**src/rtl/ptl_pkg.sv**
```systemverilog
`timescale 1ns / 1ps
`default_nettype none
// ----------------------------------------------------------------------------
// ptl_pkg
// shared types, register indexes and reset values of the pedestrian light
// ----------------------------------------------------------------------------
package ptl_pkg;

	localparam int TIME_W = 16;
	localparam int SLOT_W = 10;
	localparam int CAD_W  = 4;
	localparam int PH_W   = 3;
	localparam int IDX_W  = 3;

	// register indexes
	localparam logic [IDX_W-1:0] CFG_RED_TIME      = 3'd0;
	localparam logic [IDX_W-1:0] CFG_YELLOW_TIME   = 3'd1;
	localparam logic [IDX_W-1:0] CFG_WALK_DELAY    = 3'd2;
	localparam logic [IDX_W-1:0] CFG_SLOT_LENGTH   = 3'd3;
	localparam logic [IDX_W-1:0] CFG_SAMPLE_PERIOD = 3'd4;
	localparam logic [IDX_W-1:0] CFG_BEEP_SLOTS    = 3'd5;
	localparam logic [IDX_W-1:0] CFG_QUIET_SLOTS   = 3'd6;

	// light phases
	localparam logic [PH_W-1:0] PH_RED        = 3'd0;
	localparam logic [PH_W-1:0] PH_RED_YELLOW = 3'd1;
	localparam logic [PH_W-1:0] PH_YELLOW     = 3'd2;
	localparam logic [PH_W-1:0] PH_GREEN      = 3'd3;
	localparam logic [PH_W-1:0] PH_GREEN_REQ  = 3'd4;

	localparam logic [TIME_W-1:0] RST_RED_TIME      = 16'd10000;
	localparam logic [TIME_W-1:0] RST_YELLOW_TIME   = 16'd2000;
	localparam logic [TIME_W-1:0] RST_WALK_DELAY    = 16'd5000;
	localparam logic [SLOT_W-1:0] RST_SLOT_LENGTH   = 10'd250;
	localparam logic [SLOT_W-1:0] RST_SAMPLE_PERIOD = 10'd50;
	localparam logic [CAD_W-1:0]  RST_BEEP_SLOTS    = 4'd6;
	localparam logic [CAD_W-1:0]  RST_QUIET_SLOTS   = 4'd2;

	typedef struct packed {
		logic [TIME_W-1:0] red_time_ms;
		logic [TIME_W-1:0] yellow_time_ms;
		logic [TIME_W-1:0] walk_delay_ms;
		logic [SLOT_W-1:0] slot_length_ms;
		logic [SLOT_W-1:0] sample_period_ms;
		logic [CAD_W-1:0]  beep_slots;
		logic [CAD_W-1:0]  quiet_slots;
	} cfg_t;

	typedef struct packed {
		logic            red_lamp;
		logic            yellow_lamp;
		logic            green_lamp;
		logic            buzzer_drive;
		logic [PH_W-1:0] light_phase;
	} res_t;

	// zero length or period counts as one
	function automatic logic [SLOT_W-1:0] at_least_one(input logic [SLOT_W-1:0] v);
		return (v == '0) ? SLOT_W'(1) : v;
	endfunction

endpackage
`default_nettype wire

```
**src/rtl/ptl_cfg_regs.sv**
```systemverilog
`timescale 1ns / 1ps
`default_nettype none
// ----------------------------------------------------------------------------
// ptl_cfg_regs
// configuration register file, write only, out of range indexes ignored
// ----------------------------------------------------------------------------
module ptl_cfg_regs import ptl_pkg::*; (
	input  wire logic              clk,
	input  wire logic              arst_n,
	input  wire logic              cfg_wr_en,
	input  wire logic [IDX_W-1:0]  cfg_index,
	input  wire logic [TIME_W-1:0] cfg_data,
	output cfg_t                   cfg
);

	cfg_t cfg_q;

	always_ff @(posedge clk or negedge arst_n) begin
		if (!arst_n) begin
			cfg_q.red_time_ms      <= RST_RED_TIME;
			cfg_q.yellow_time_ms   <= RST_YELLOW_TIME;
			cfg_q.walk_delay_ms    <= RST_WALK_DELAY;
			cfg_q.slot_length_ms   <= RST_SLOT_LENGTH;
			cfg_q.sample_period_ms <= RST_SAMPLE_PERIOD;
			cfg_q.beep_slots       <= RST_BEEP_SLOTS;
			cfg_q.quiet_slots      <= RST_QUIET_SLOTS;
		end else if (cfg_wr_en) begin
			unique case (cfg_index)
				CFG_RED_TIME:      cfg_q.red_time_ms      <= cfg_data;
				CFG_YELLOW_TIME:   cfg_q.yellow_time_ms   <= cfg_data;
				CFG_WALK_DELAY:    cfg_q.walk_delay_ms    <= cfg_data;
				CFG_SLOT_LENGTH:   cfg_q.slot_length_ms   <= cfg_data[SLOT_W-1:0];
				CFG_SAMPLE_PERIOD: cfg_q.sample_period_ms <= cfg_data[SLOT_W-1:0];
				CFG_BEEP_SLOTS:    cfg_q.beep_slots       <= cfg_data[CAD_W-1:0];
				CFG_QUIET_SLOTS:   cfg_q.quiet_slots      <= cfg_data[CAD_W-1:0];
				default: ;
			endcase
		end
	end

	assign cfg = cfg_q;

endmodule
`default_nettype wire

```
**src/rtl/ptl_mod_unit.sv**
```systemverilog
`timescale 1ns / 1ps
`default_nettype none
// ----------------------------------------------------------------------------
// ptl_mod_unit
// restoring remainder, one bit a cycle, re-aligns the sample phase counter
// with the slot position after the sample period changes
// ----------------------------------------------------------------------------
module ptl_mod_unit import ptl_pkg::*; (
	input  wire logic              clk,
	input  wire logic              arst_n,
	input  wire logic              start,
	input  wire logic [SLOT_W-1:0] dividend,
	input  wire logic [SLOT_W-1:0] divisor,
	output logic                   busy,
	output logic                   done,
	output logic [SLOT_W-1:0]      remainder
);

	localparam int CNT_W = $clog2(SLOT_W);

	logic              busy_q;
	logic [CNT_W-1:0]  cnt_q;
	logic [SLOT_W-1:0] dvd_q;
	logic [SLOT_W-1:0] dvs_q;
	logic [SLOT_W-1:0] rem_q;
	logic              done_q;
	logic [SLOT_W:0]   shifted;
	logic [SLOT_W-1:0] rem_next;

	always_comb begin
		shifted  = {rem_q, dvd_q[SLOT_W-1]};
		rem_next = (shifted >= {1'b0, dvs_q}) ? SLOT_W'(shifted - {1'b0, dvs_q})
		                                      : shifted[SLOT_W-1:0];
	end

	always_ff @(posedge clk or negedge arst_n) begin
		if (!arst_n) begin
			busy_q <= 1'b0;
			done_q <= 1'b0;
			cnt_q  <= '0;
		end else begin
			done_q <= 1'b0;
			if (start) begin
				busy_q <= 1'b1;
				cnt_q  <= CNT_W'(SLOT_W - 1);
			end else if (busy_q) begin
				cnt_q <= cnt_q - CNT_W'(1);
				if (cnt_q == '0) begin
					busy_q <= 1'b0;
					done_q <= 1'b1;
				end
			end
		end
	end

	always_ff @(posedge clk) begin
		if (start) begin
			dvd_q <= dividend;
			dvs_q <= divisor;
			rem_q <= '0;
		end else if (busy_q) begin
			dvd_q <= {dvd_q[SLOT_W-2:0], 1'b0};
			rem_q <= rem_next;
		end
	end

	// the load cycle counts as busy so no tick overwrites the loaded phase
	assign busy      = busy_q || done_q || start;
	assign done      = done_q;
	assign remainder = rem_q;

endmodule
`default_nettype wire

```
**src/rtl/ptl_core.sv**
```systemverilog
`timescale 1ns / 1ps
`default_nettype none
// ----------------------------------------------------------------------------
// ptl_core
// per-tick update of phase, timers, slot position, cadence and request
// ----------------------------------------------------------------------------
module ptl_core import ptl_pkg::*; (
	input  wire logic              clk,
	input  wire logic              arst_n,
	input  wire logic              tick,
	input  wire logic              button_level,
	input  wire cfg_t              cfg,
	input  wire logic              smp_load,
	input  wire logic [SLOT_W-1:0] smp_value,
	output logic [SLOT_W-1:0]      slot_pos,
	output res_t                   res
);

	logic [PH_W-1:0]   phase_q;
	logic [TIME_W-1:0] elapsed_q;
	logic [SLOT_W-1:0] pos_q;
	logic [SLOT_W-1:0] smp_q;   // pos_q modulo the sample period
	logic              snd_q;
	logic [CAD_W-1:0]  cad_q;
	logic              req_q;

	logic [PH_W-1:0]   phase_d;
	logic [TIME_W-1:0] elapsed_d;
	logic [SLOT_W-1:0] pos_d;
	logic [SLOT_W-1:0] smp_d;
	logic              snd_d;
	logic [CAD_W-1:0]  cad_d;
	logic              req_d;

	logic [SLOT_W-1:0] slen;
	logic [SLOT_W-1:0] sper;
	logic [SLOT_W-1:0] pos0;
	logic [SLOT_W-1:0] smp0;
	logic [SLOT_W:0]   pos_inc;
	logic [SLOT_W:0]   smp_inc;
	logic [TIME_W-1:0] el1;
	logic              green;
	logic              slotted;
	logic              slot_end;
	logic              do_enter;
	logic [PH_W-1:0]   enter_ph;

	always_comb begin
		slen    = at_least_one(cfg.slot_length_ms);
		sper    = at_least_one(cfg.sample_period_ms);
		green   = (phase_q == PH_GREEN) || (phase_q == PH_GREEN_REQ);
		slotted = green || (phase_q == PH_RED);

		// slot restarts if it was shortened to or below the current position
		pos0 = (pos_q >= slen) ? '0 : pos_q;
		smp0 = (pos_q >= slen) ? '0 : smp_q;

		snd_d = snd_q;
		cad_d = cad_q;
		if (slotted && pos0 == '0) begin
			if (green) begin
				cad_d = cad_q + CAD_W'(1);
				if (snd_q && cad_d == cfg.beep_slots) begin
					snd_d = 1'b0;
					cad_d = '0;
				end else if (!snd_q && cad_d == cfg.quiet_slots) begin
					snd_d = 1'b1;
					cad_d = '0;
				end
			end else begin
				snd_d = !snd_q;
			end
		end

		req_d = req_q || (green && button_level && smp0 == '0);

		res.red_lamp     = (phase_q == PH_RED) || (phase_q == PH_RED_YELLOW);
		res.yellow_lamp  = (phase_q == PH_RED_YELLOW) || (phase_q == PH_YELLOW);
		res.green_lamp   = green;
		res.buzzer_drive = slotted && snd_d && !pos0[0];
		res.light_phase  = phase_q;

		el1 = (elapsed_q == '1) ? elapsed_q : elapsed_q + TIME_W'(1);

		pos_inc  = {1'b0, pos0} + (SLOT_W+1)'(1);
		smp_inc  = {1'b0, smp0} + (SLOT_W+1)'(1);
		slot_end = pos_inc >= {1'b0, slen};

		do_enter = 1'b0;
		enter_ph = phase_q;
		if (slotted) begin
			pos_d = slot_end ? '0 : pos_inc[SLOT_W-1:0];
			smp_d = (slot_end || smp_inc == {1'b0, sper}) ? '0 : smp_inc[SLOT_W-1:0];
			if (slot_end) begin
				if (phase_q == PH_GREEN) begin
					do_enter = req_d;
					enter_ph = PH_GREEN_REQ;
				end else if (phase_q == PH_GREEN_REQ) begin
					do_enter = el1 >= cfg.walk_delay_ms;
					enter_ph = PH_YELLOW;
				end else begin
					do_enter = el1 >= cfg.red_time_ms;
					enter_ph = PH_RED_YELLOW;
				end
			end
		end else begin
			pos_d    = '0;
			smp_d    = '0;
			do_enter = el1 >= cfg.yellow_time_ms;
			enter_ph = (phase_q == PH_YELLOW) ? PH_RED : PH_GREEN;
		end

		phase_d   = phase_q;
		elapsed_d = el1;
		if (do_enter) begin
			phase_d   = enter_ph;
			elapsed_d = '0;
			if (enter_ph == PH_YELLOW)
				req_d = 1'b0;
			if (enter_ph == PH_RED_YELLOW)
				snd_d = 1'b0;
			if (enter_ph == PH_GREEN) begin
				snd_d = 1'b1;
				cad_d = '0;
			end
		end
	end

	always_ff @(posedge clk or negedge arst_n) begin
		if (!arst_n) begin
			phase_q   <= PH_GREEN;
			elapsed_q <= '0;
			pos_q     <= '0;
			smp_q     <= '0;
			snd_q     <= 1'b1;
			cad_q     <= '0;
			req_q     <= 1'b0;
		end else if (tick) begin
			phase_q   <= phase_d;
			elapsed_q <= elapsed_d;
			pos_q     <= pos_d;
			smp_q     <= smp_d;
			snd_q     <= snd_d;
			cad_q     <= cad_d;
			req_q     <= req_d;
		end else if (smp_load) begin
			smp_q <= smp_value;
		end
	end

	assign slot_pos = pos_q;

endmodule
`default_nettype wire

```
**src/rtl/ptl_out_skid.sv**
```systemverilog
`timescale 1ns / 1ps
`default_nettype none
// ----------------------------------------------------------------------------
// ptl_out_skid
// result register with one skid entry, ready is a registered signal
// ----------------------------------------------------------------------------
module ptl_out_skid import ptl_pkg::*; (
	input  wire logic clk,
	input  wire logic arst_n,
	input  wire logic push,
	input  wire res_t push_word,
	output logic      full,
	output logic      out_valid,
	input  wire logic out_stall,
	output res_t      out_word
);

	logic main_valid_q;
	logic skid_valid_q;
	res_t main_q;
	res_t skid_q;
	logic pop;

	assign pop = main_valid_q && !out_stall;

	always_ff @(posedge clk or negedge arst_n) begin
		if (!arst_n) begin
			main_valid_q <= 1'b0;
			skid_valid_q <= 1'b0;
		end else if (pop) begin
			if (skid_valid_q)
				skid_valid_q <= 1'b0;
			else
				main_valid_q <= push;
		end else if (push) begin
			if (main_valid_q)
				skid_valid_q <= 1'b1;
			else
				main_valid_q <= 1'b1;
		end
	end

	always_ff @(posedge clk) begin
		if (pop && skid_valid_q)
			main_q <= skid_q;
		else if (push && (pop || !main_valid_q))
			main_q <= push_word;
		if (push && main_valid_q && !pop)
			skid_q <= push_word;
	end

	assign full      = skid_valid_q;
	assign out_valid = main_valid_q;
	assign out_word  = main_q;

	// skid entry only fills behind a waiting result
	a_skid_behind_main: assert property (@(posedge clk) disable iff (!arst_n)
		skid_valid_q |-> main_valid_q)
		else $error("skid entry valid without main entry");

	// no word is pushed into a full buffer
	a_no_push_full: assert property (@(posedge clk) disable iff (!arst_n)
		push |-> !skid_valid_q)
		else $error("push while skid entry occupied");

	// draining the last word with nothing arriving empties the buffer
	a_drain_empty: assert property (@(posedge clk) disable iff (!arst_n)
		(pop && !skid_valid_q && !push) |=> !main_valid_q)
		else $error("buffer not empty after last word left");

endmodule
`default_nettype wire

```
**src/rtl/pedestrian_traffic_light.sv**
```systemverilog
`timescale 1ns / 1ps
`default_nettype none
// a result word is written into the output buffer when its tick word is accepted
// throughput: one word per cycle while in_stall is low; a two-entry output buffer
// keeps input open while one result waits
// a write to the sample period stalls the input while a bit-serial remainder
// unit realigns the sample counter
// reset: asynchronous, active low; registers return to reset values, phase green
// ----------------------------------------------------------------------------
// pedestrian_traffic_light
// millisecond-tick pedestrian crossing light with buzzer cadence
// ----------------------------------------------------------------------------
module pedestrian_traffic_light import ptl_pkg::*; (
	input  wire logic              clk,
	input  wire logic              arst_n,
	input  wire logic              cfg_wr_en,
	input  wire logic [IDX_W-1:0]  cfg_index,
	input  wire logic [TIME_W-1:0] cfg_data,
	input  wire logic              in_valid,
	output logic                   in_stall,
	input  wire logic              button_level,
	output logic                   out_valid,
	input  wire logic              out_stall,
	output logic                   red_lamp,
	output logic                   yellow_lamp,
	output logic                   green_lamp,
	output logic                   buzzer_drive,
	output logic [PH_W-1:0]        light_phase
);

	cfg_t              cfg;
	res_t              res;
	res_t              out_word;
	logic              tick;
	logic              full;
	logic              mod_start;
	logic              mod_busy;
	logic              mod_done;
	logic [SLOT_W-1:0] mod_rem;
	logic [SLOT_W-1:0] slot_pos;

	assign in_stall  = full || mod_busy;
	assign tick      = in_valid && !in_stall;
	assign mod_start = cfg_wr_en && (cfg_index == CFG_SAMPLE_PERIOD);

	ptl_cfg_regs u_cfg (
		.clk       (clk),
		.arst_n    (arst_n),
		.cfg_wr_en (cfg_wr_en),
		.cfg_index (cfg_index),
		.cfg_data  (cfg_data),
		.cfg       (cfg)
	);

	ptl_mod_unit u_mod (
		.clk       (clk),
		.arst_n    (arst_n),
		.start     (mod_start),
		.dividend  (slot_pos),
		.divisor   (at_least_one(cfg_data[SLOT_W-1:0])),
		.busy      (mod_busy),
		.done      (mod_done),
		.remainder (mod_rem)
	);

	ptl_core u_core (
		.clk          (clk),
		.arst_n       (arst_n),
		.tick         (tick),
		.button_level (button_level),
		.cfg          (cfg),
		.smp_load     (mod_done),
		.smp_value    (mod_rem),
		.slot_pos     (slot_pos),
		.res          (res)
	);

	ptl_out_skid u_out (
		.clk       (clk),
		.arst_n    (arst_n),
		.push      (tick),
		.push_word (res),
		.full      (full),
		.out_valid (out_valid),
		.out_stall (out_stall),
		.out_word  (out_word)
	);

	assign red_lamp     = out_word.red_lamp;
	assign yellow_lamp  = out_word.yellow_lamp;
	assign green_lamp   = out_word.green_lamp;
	assign buzzer_drive = out_word.buzzer_drive;
	assign light_phase  = out_word.light_phase;

endmodule
`default_nettype wire
```
**config.mk**
```make
export PLATFORM = sky130hd
export DESIGN_NAME = pedestrian_traffic_light
export DESIGN_NICKNAME = d
export VERILOG_FILES = /design/src/rtl/ptl_pkg.sv /design/src/rtl/ptl_cfg_regs.sv /design/src/rtl/ptl_mod_unit.sv /design/src/rtl/ptl_core.sv /design/src/rtl/ptl_out_skid.sv /design/src/rtl/pedestrian_traffic_light.sv
export SDC_FILE = /design/constraint.sdc
export NUM_CORES = 1
export LEC_CHECK = 0
export BUFFER_PORTS_ARGS = -buffer_cell sky130_fd_sc_hd__buf_2
export CAP_MARGIN = 40
export CORE_MARGIN = 2
export CORE_UTILIZATION = 45
export DETAILED_ROUTE_END_ITERATION = 10
export PLACE_DENSITY = 0.63
export SYNTH_ARGS = -nofsm -noshare
export SYNTH_HDL_FRONTEND = slang
export SYNTH_SLANG_ARGS = --single-unit
```
**constraint.sdc**
```tcl
create_clock -name clk -period 5.95 [get_ports clk]
set_clock_uncertainty 0.05 [all_clocks]
set_input_delay 1.19 -clock clk [delete_from_list [all_inputs] [get_ports clk]]
set_output_delay 1.19 -clock clk [all_outputs]
set_load 0.05 [all_outputs]
```
; Word level (Yosys, flattened, before mapping)
; Index checks and enable logic that the tools add are counted.
[totals]
wordCells = 170
register_bits = 173
output_inout_bits = 9
inputBits = 25
[op_classes]
order_cmp = 6
add_sub_neg = 6
n_eq_ne = 18
n_reduce_logical = 53
mux = 55
[ops]
columns = operator, n
row1 = $mux 10, 13
row2 = $logic_not 10->1, 5
row3 = $ge 16x16->1, 3
row4 = $mux 16, 2
row5 = $mux 4, 8
row6 = $mux 1, 25
row7 = $add 10x1->11 const B, 2
row8 = $ge 11x10->1, 2
row9 = $reduce_and 2->1, 10
row10 = $eq 3x2->1 const B, 6
row11 = $add 16x1->16 const B, 1
row12 = $eq 16x16->1 const B, 1
row13 = $logic_and 1x1->1, 14
row14 = $mux 7, 2
row15 = $eq 3x3->1 const B, 4
row16 = $eq 11x10->1, 1
row17 = $ge 10x10->1, 1
row18 = $logic_or 1x1->1, 10
row19 = $reduce_bool 2->1, 5
row20 = $sub 10x10->10, 1
row21 = $eq 3x1->1 const B, 3
row22 = $mux 3, 3
row23 = $eq 4x4->1, 2
row24 = $logic_not 1->1, 6
row25 = 6 further kinds, 8

; Depth between registers and ports, before layout
; Gate-level depths: netlist of run 1.
[depth]
depth_word = 12
mapped_depth = 25
ltp_nobuf = 24

; Modules after synthesis
; From an unflattened synthesis of run 1, not the netlist that was laid out.
[unflattened]
cells_unflattened = 1040
hier_area_um2 = 11104.4
[by_module_without_submodules]
columns = mod, n_inst, cells_each, seq_area_each_um2, area_per_inst_um2
row1 = ptl_core, 1, 643, 1129.8, 5292.6
row2 = ptl_cfg_regs, 1, 166, 1936.9, 3062.9
row3 = ptl_mod_unit, 1, 181, 950.9, 2057.0
row4 = ptl_out_skid, 1, 32, 470.5, 611.8
row5 = pedestrian_traffic_light, 1, 18, 0.0, 80.1

; Least setup slack after synthesis of run 1
; OpenSTA, ideal clock, no wires.
[synth_path]
path_kind = register to register
from = register u_cfg.cfg_q (netlist bit u_cfg.cfg[19])
to = register u_core.elapsed_q[13]
arrival_time_ns = 4.691
stages_incl_launch_ff = 26
synth_period_minus_slack_ns = 4.805
setup_ns = 0.064
required_time_ns = 5.836
path_buffers = 1
setup_slack_ns = 1.145
cell_sequence = dfstp_2 > nor3_1 > a41o_1 > ha_1 > nand2b_1 > a21oi_1 > o311ai_4 > nor2_1 > nand2_1 > inv_1 > ha_1 > nand3_1 > nor2_1 > nand4_1 > xor2_1 > nor2_1 > ha_1 > a211o_1 > a21oi_1 > o21ai_1 > a211oi_4 > o21a_2 > a21oi_2 > buf_2 > nor3b_1 > a21o_1
[synth_via]
elab_chain_len = 11
word_cells_on_any_way = 14
cone_classes = add/sub (1) / order compare (2) / mux (7) / reduce/logical (4)
[synth_rtl]
columns = element, line_no
row1 = "start, declared", ptl_cfg_regs.sv:16  ; cfg_t cfg_q;
row2 = $logic_not 10->1, ptl_pkg.sv:59  ; return (v == '0) ? SLOT_W'(1) : v;
row3 = $mux 10 *, ptl_pkg.sv:59
row4 = branches (longest 6 deep; another with $add 10x1->11), --
row5 = $mux 1 *, ptl_core.sv:94  ; if (slot_end) begin
row6 = $mux 1 *, ptl_core.sv:91  ; if (slotted) begin
row7 = $mux 16 *, ptl_core.sv:115  ; if (do_enter) begin
row8 = "end signal, assigned", ptl_core.sv:140  ; elapsed_q <= elapsed_d;
row9 = "end, declared", ptl_core.sv:20  ; logic [TIME_W-1:0] elapsed_q;
; Mark *: on every way between the ends.
; A chain may end at the register's enable or synchronous reset.

; Worst setup path after layout of run 1
[layout_path]
from = register u_cfg.cfg_q (netlist bit u_cfg.cfg[22])
to = register u_core.smp_q[8]
[layout_via]
elab_chain_len = 10
word_cells_on_any_way = 13
cone_classes = add/sub (2) / order compare (2) / eq/ne (1) / mux (6) / reduce/logical (2)
[layout_rtl]
columns = element, line_no
row1 = $logic_not 10->1, ptl_pkg.sv:59
row2 = $mux 10 *, ptl_pkg.sv:59
row3 = $ge 10x10->1, "ptl_core.sv:55, ptl_core.sv:56"
row4 = "$mux 10, on equally long branches", "ptl_core.sv:55, ptl_core.sv:56"
row5 = "$add 10x1->11, on equally long branches", "ptl_core.sv:85, ptl_core.sv:86"
row6 = $ge 11x10->1 / $eq 11x10->1 (equally long branches), "ptl_core.sv:87, ptl_core.sv:93"
row7 = $logic_or 1x1->1, ptl_core.sv:93  ; smp_d = (slot_end || smp_inc == {1'b0, sper}) ? '0 : smp_inc[SLOT_W-1:0];
row8 = $mux 10 *, ptl_core.sv:93
row9 = $mux 10 *, ptl_core.sv:91
row10 = $mux 10 *, ptl_core.sv:138  ; end else if (tick) begin
row11 = "end signal, assigned", ptl_core.sv:142  ; smp_q <= smp_d;
row12 = "end signal, assigned", ptl_core.sv:147  ; smp_q <= smp_value;
row13 = "end, declared", ptl_core.sv:22  ; logic [SLOT_W-1:0] smp_q;
; Every way passes the cells marked *; elsewhere a longest branch is shown, timed or not.

==> impl_metrics.json, run 1 <==
{
  "synth_xor_area_frac": 0.0384,
  "cts_tree": "done",
  "required_ps": 6240,
  "grt_pass1_wl_mm": 41.5,
  "synthAdderAreaFrac": 0.103,
  "synthDistinctLibCells": 85,
  "dpl.hpwl_mm": 18.8,
  "grt_pass1_vias": 7725,
  "clock-root-buffer": "clkbuf_16",
  "grt_antenna_before_repair": 0,
  "fmax_mhz": 185,
  "r2r_cells": 24,
  "start_util": 0.457,
  "place_congestion": 0.893,
  "path_cells": "nor4_1 -> a41o_1 -> ha_1 -> nand2b_1 -> a21oi_1 -> o311ai_4 -> nor2_1 -> nand2_1 -> inv_1 -> ha_1 -> nand3_1 -> nor2_1 -> nand4_1 -> xor2_1 -> nor2_1 -> ha_1 -> a211o_1 -> a21oi_1 -> o21ai_1 -> a211oi_4 -> nand3_2 -> nor2_2 -> nand2_2 -> o221ai_1",
  "drt_iter0_markers": 503,
  "vias_per_cell": 5.62,
  "ant_nets": 0,
  "grtUsageTotal": 0.215,
  "rows": 56,
  "synth_ff_type": "dfrtp_1",
  "cp-startpoint": "u_cfg.cfg[22]",
  "cts_max_level": 4,
  "nFillCells": 2110,
  "wire_per_inst_um": 17.5,
  "yosys.area_share.simple": 0.160,
  "drc": 0,
  "fin_crit_sh": 0.911,
  "slew-limit-headroom": 0.488,
  "fin_crit_ps": 5420,
  "r2r_start": "u_cfg.cfg[22]",
  "rr_endpoint": "u_core.smp_q[8]",
  "n_antenna_cell": 0,
  "synthArstFlopShare": 0.746,
  "drv_slew": 0,
  "min_path_cells": 2,
  "avgSynthCellArea_um2": 9.58,
  "powerDensity_mw_per_mm2": 398,
  "synth.area.mux_share": 0.0560,
  "p_leak_nw": 5.22,
  "die_h_um": 158,
  "syn_inst": 1113,
  "hold_buffers": 0,
  "grt_max_degree": 59,
  "core_area_mm2": 0.0233,
  "syn_area_mm2": 0.0107,
  "die_x_um": 158,
  "cp_slowest_stage_delay_ps": 390,
  "rsz0062_at_grt": "false",
  "crit_slowest_cell": "a211oi_4",
  "setup_violations": 0,
  "drtPass1Iterations": 5,
  "critPathLaunchType": "flop",
  "drive_above_1_share": 0.162,
  "dp_cells": 1424,
  "io-pin-count": 34,
  "synth_top_family_by_area": "compound AO/OA/AOI/OAI gates",
  "layout.cells.non_filler": 1456,
  "critPathCaptureType": "flop",
  "clk_path_buf_depth": 2,
  "grt_overflow": 0,
  "die_area_mm2": 0.0249,
  "path_class": "flop to flop",
  "peakVddDrop_v": 0.000215,
  "clock_latency_ps": 430,
  "status": "finished, final reports clean",
  "num_vias": 8186,
  "clkTransAtPathRegs_ps": 70,
  "port_buffers": 33,
  "total_power_w": 0.00466,
  "seq_area_frac_synth": 0.421,
  "cts-buffers-inserted": 17,
  "yosysWarningCount": 0,
  "cp.arrival_ps": 5710,
  "synth_compound_area_frac": 0.166,
  "max_cap_viol_count": 0,
  "yosys_register_bits": 173,
  "critical_path.max_fanout": 10,
  "cts_setup_buffers": 0,
  "syn_nets": 1225,
  "regToRegSetupSlack_ps": 530,
  "cts_sinks": 173,
  "areaGrowthSynthToFinish_pct": 9.96,
  "hold_start": "u_cfg.cfg[31]",
  "hold_viol": 0,
  "final_util": 0.502,
  "hold_path_end": "u_cfg.cfg[31]",
  "whs_ps": 457,
  "synth_edf_count": 34,
  "max_slew.worst_pin.slew_ps": 768,
  "totalWireLength_mm": 25.4,
  "nets": 1236,
  "tns_ps": 0,
  "hold_path_class": "flop to flop",
  "post_cts_resize_count": 0
}
## cells by family after synthesis
| group | after synthesis |
|---|---|
| simple gates | 336 |
| compound gates | 265 |
| flops | 173 |
| buf+inv | 153 |
| fa+ha+maj | 87 |
| mux | 54 |
| xor+xnor | 45 |
## worst max path at each step
stage / cells past startpoint / endpoint
finish: 24 / u_core.smp_q[8]
global route: 24 / u_core.smp_q[4]
CTS: 24 / u_core.smp_q[8]
detailed placement: 24 / u_core.snd_q
global placement: 24 / u_core.smp_q[8]
floorplan: 25 / u_core.elapsed_q[13]
## registers in the layout (all words and copies together) (netlist names)
signal and cells:
u_mod.dvs_q 10, u_core.slot_pos 10, u_mod.dvd_q 10, u_core.cad_q 4, u_core.smp_q 10, u_mod.busy_q 1, u_core.snd_q 1, u_cfg.cfg 76
u_out.skid_q 7, u_core.phase_q 3, u_out.full 1, u_core.req_q 1, u_mod.remainder 10, u_out.out_word 7, u_mod.done 1, u_core.elapsed_q 16
u_mod.cnt_q 4, u_out.out_valid 1
## critical path: cells and delay by family (launching register included)
family                     cells  cell delay, ps
xor gates and xnor gates       1             160
buffers and inverters          1             120
AOI/OAI and AO/OA              8            1830
adders and majority gates      3             710
DFF                            1             370
and+or+nand+nor               11            2070
## final cells by class
| type | count | area, um^2 | area share |
|---|---|---|---|
| clock buffers | 17 | 425 | 0.0363 |
| clock inverters | 15 | 161 | 0.0138 |
| inverters | 100 | 375 | 0.0320 |
| multi-input cells | 787 | 5590 | 0.477 |
| flip-flops and latches | 173 | 4490 | 0.383 |
| well taps | 319 | 399 | 0.0341 |
| repair buffers | 45 | 282 | 0.0240 |
## placed cells by master, fill, tap and decap left out, types with 9 or more instances in the layout
cell type / n
a211oi_1: 17
a21o_1: 18
a21oi_1: 44
a22o_1: 11
a31oi_1: 10
and3_1: 15
buf_2: 32
buf_4: 11
clkbuf_16: 17
dfrtp_1: 98
dfstp_2: 31
dfxtp_1: 10
edfxtp_1: 34
ha_1: 86
inv_1: 100
mux2_2: 45
mux2i_1: 9
nand2_1: 121
nand2b_1: 12
nand3_1: 29
nand4_1: 14
nor2_1: 55
nor3_1: 15
nor4_1: 10
o21ai_0: 86
o31ai_1: 11
xnor2_1: 24
xor2_1: 20
## cell usage after synthesis, types with 12 or more instances
cell type,number,share of area
a211oi_1,17,0.012
a21o_1,18,0.013
a21oi_1,44,0.021
and3_1,15,0.0088
clkbuf_1,42,0.015
dfrtp_1,98,0.23
dfstp_2,31,0.076
edfxtp_1,34,0.096
ha_1,86,0.10
inv_1,100,0.035
mux2_2,45,0.048
nand2_1,121,0.043
nand2b_1,12,0.0070
nand3_1,29,0.014
nand4_1,14,0.0082
nor2_1,55,0.019
nor3_1,17,0.0080
o21ai_0,86,0.040
xnor2_1,24,0.020
xor2_1,20,0.016
## report_power, final
part / internal, W / switching, W
clock: 0.000625 / 0.000497
sequential: 0.00155 / 0.000266
combinational: 0.000717 / 0.00100
total: 0.00290 / 0.00176
## metrics by stage
step	setup slack [ps]	instance area (um^2)
3_3_place_gp	786	11100
6_report	532	11700
5_1_grt	48.0	11700
3_5_place_dp	541	11100
2_1_floorplan	1150	10700
4_1_cts	517	11700
## layer usage
metal / wire, um / GRT usage / vias to the layer above
met5: 0 / 0 / -
met4: 544 / 0.0719 / 0
met3: 1090 / 0.0386 / 34
met2: 11400 / 0.331 / 177
met1: 12300 / 0.306 / 3976
li1: - / - / 3999
(Power assumes the default switching activity.)
==> run 2, diff against run 1 <==
--- a/config.mk
+++ b/config.mk
@@ -13,4 +13,5 @@
 export PLACE_DENSITY = 0.63
 export SYNTH_ARGS = -nofsm -noshare
 export SYNTH_HDL_FRONTEND = slang
+export SYNTH_HIERARCHICAL = 1
 export SYNTH_SLANG_ARGS = --single-unit
==> impl_metrics.json, run 2 <==
{
  "seq_area_frac_synth": 0.404,
  "yosysWarningCount": 6,
  "drv_slew": 0,
  "dp_cells": 1362,
  "grt_pass1_vias": 7514,
  "avgSynthCellArea_um2": 10.7,
  "syn_inst": 1040,
  "synth_common_cells": "dfrtp_1 (98), inv_1 (90), ha_1 (86)",
  "syn_area_mm2": 0.0111,
  "fin_crit_ps": 5510,
  "max_slew.worst_pin.slew_ps": 840,
  "n_antenna_cell": 0,
  "dpl.hpwl_mm": 18.5,
  "synth_area_leaders": "dfrtp_1 (22%), ha_1 (9.7%), edfxtp_1 (9.2%)",
  "num_vias": 7920,
  "layout.cells.non_filler": 1394,
  "die_h_um": 161,
  "areaGrowthSynthToFinish_pct": 8.92,
  "hold_start": "u_cfg/cfg[65]",
  "tns_ps": 0,
  "die_x_um": 161,
  "synth.area.mux_share": 0.114,
  "hold_viol": 0,
  "final_common_cell": "dfrtp_1",
  "r2r_cells": 23,
  "critical_path.max_fanout": 14,
  "syn_nets": 1152,
  "grt_max_degree": 91,
  "largest_register_ffs": 76,
  "drtPass1Iterations": 5,
  "drive_above_1_share": 0.225,
  "regToRegSetupSlack_ps": 440,
  "yosys_register_bits": 173,
  "synth_xor_area_frac": 0.0473,
  "critPathCaptureType": "flop",
  "grt_overflow": 0,
  "grt_antenna_before_repair": 1,
  "start_util": 0.458,
  "synth_top_area_cell": "dfrtp_1",
  "rsz0062_at_grt": "false",
  "cp.arrival_ps": 5820,
  "io-pin-count": 34,
  "fin_crit_sh": 0.926,
  "required_ps": 6270,
  "slew-limit-headroom": 0.440,
  "path_class": "flop to flop",
  "synth_ff_type": "dfrtp_1",
  "cts-buffers-inserted": 17,
  "clock-root-buffer": "clkbuf_16",
  "whs_ps": 459,
  "powerDensity_mw_per_mm2": 451,
  "nets": 1169,
  "grt_pass1_wl_mm": 40.8,
  "fmax_mhz": 182,
  "drc": 0,
  "synth_compound_area_frac": 0.144,
  "final_util": 0.499,
  "core_area_mm2": 0.0242,
  "vias_per_cell": 5.68,
  "max_cap_viol_count": 0,
  "final_cell_mix": "dfrtp_1 (98), inv_1 (90), ha_1 (86), nor2_1 (75), mux2_2 (64)",
  "pre_cts_ws_ps": 408,
  "rr_endpoint": "u_core/elapsed_q[6]",
  "synth_edf_count": 34,
  "hold_buffers": 0,
  "p_leak_nw": 5.35,
  "wire_per_inst_um": 17.9,
  "drt_iter0_markers": 534,
  "synthDistinctLibCells": 100,
  "hold_path_class": "flop to flop",
  "cts_tree": "done",
  "port_buffers": 33,
  "place_congestion": 0.913,
  "min_path_cells": 1,
  "setup_ws_ps": 442,
  "die_area_mm2": 0.0259,
  "setup_violations": 0,
  "synth.most_common_cell": "dfrtp_1",
  "peakVddDrop_v": 0.000211,
  "ant_nets": 0,
  "synthAdderAreaFrac": 0.0987,
  "status": "finished, final reports clean",
  "yosys.area_share.simple": 0.134,
  "clock_latency_ps": 430,
  "clk_path_buf_depth": 2,
  "rows": 57,
  "r2r_start": "u_cfg/cfg[23]",
  "synth_top_family_by_area": "compound AO/OA/AOI/OAI gates",
  "synthArstFlopShare": 0.746,
  "grtUsageTotal": 0.199,
  "hold_path_end": "u_cfg/cfg[65]",
  "synth.top_cell.area_share": 0.221,
  "clkTransAtPathRegs_ps": 70,
  "totalWireLength_mm": 24.9,
  "critPathLaunchType": "flop",
  "cts_max_level": 4,
  "cts_sinks": 173
}
==> run 2: changes by cell type after synthesis, moves of 7 or more <==
cell	change
a21o_1	-7
mux2_4	+30
nor2_1	+21
nand2_1	-74
clkbuf_1	-17
buf_6	+7
inv_1	-10
o21ai_0	-59
xnor2_1	+7
mux2_2	+19
and3_1	-7
a21oi_1	-14
==> run 2: worst max-delay path by stage <==
stage,slack (ps),end,start,cells past startpoint
global route,30,u_core/elapsed_q[2],u_cfg/cfg[23],23
CTS,380,u_core/smp_q[1],u_cfg/cfg[23],23
floorplan,920,u_core/smp_q[1],u_cfg/cfg[19],24
global placement,480,u_core/smp_q[1],u_cfg/cfg[23],23
finish,440,u_core/elapsed_q[6],u_cfg/cfg[23],23
detailed placement,410,u_core/smp_q[1],u_cfg/cfg[23],23
==> run 2: kinds of logic (layout without fill, tap and decap cells) <==
kind of cell    count (synthesis)  after routing
mux                           103            103
simple gates                  274            274
buf+inv                       137            167
xor+xnor                       52             52
fa+ha+maj                      87             87
compound gates                214            214
flops                         173            173
==> run 2: through the flow <==
step	cell area [um^2]	power, W
after global placement	11400	0.00429
after detailed placement	11500	0.00437
after floorplan	11100	0.00381
after global routing	12100	0.00587
final	12100	0.00546
after CTS	12100	0.00548
==> run 2: area by class of cell <==
cell class                      instances  area, um^2
Fill cell                            2237       12200
Multi-Input combinational cell        730        5980
Sequential cell                       173        4490
Clock buffer                           19         437
Tap cell                              324         405
Inverter                               91         342
Timing Repair Buffer                   44         309
Clock inverter                         13         131
==> run 2: critical path: stages (launching register included) <==
cell,delay [ps]
dfstp_2,380
nor4_1,270
a41o_1,260
ha_1,230
nand2b_1,150
a211oi_2,260
nor3_1,100
nor2_1,230
nand2_1,130
inv_1,120
ha_1,220
and3_1,230
nand3_1,110
xor2_1,160
nor2_1,130
ha_1,240
o21ai_0,200
nor2_1,110
a21o_1,190
a311oi_2,450
a22oi_4,160
a31oi_4,460
o21a_1,420
a22o_1,190
==> run 2: report_power, final <==
part / internal [W] / leakage [nW] / switching [W] / total, W
Combinational: 0.00109 / 3.15 / 0.00132 / 0.00240
Clock: 0.000591 / 0.271 / 0.000491 / 0.00108
Sequential: 0.00161 / 1.93 / 0.000361 / 0.00197
==> run 2: what timing repair did <==
action,CTS,global route
setup endpoints to repair,0,2
buffers inserted,0,0
gates resized for setup,0,1
==> run 2: layer usage <==
metal | share of wire | up-vias | wire [um] | global-route usage
li1 | - | 3832 | - | -
met1 | 0.50 | 3908 | 12600 | 0.300
met2 | 0.45 | 159 | 11200 | 0.302
met3 | 0.037 | 21 | 915 | 0.0236
met4 | 0.011 | 0 | 280 | 0.0540
met5 | 0 | - | 0 | 0
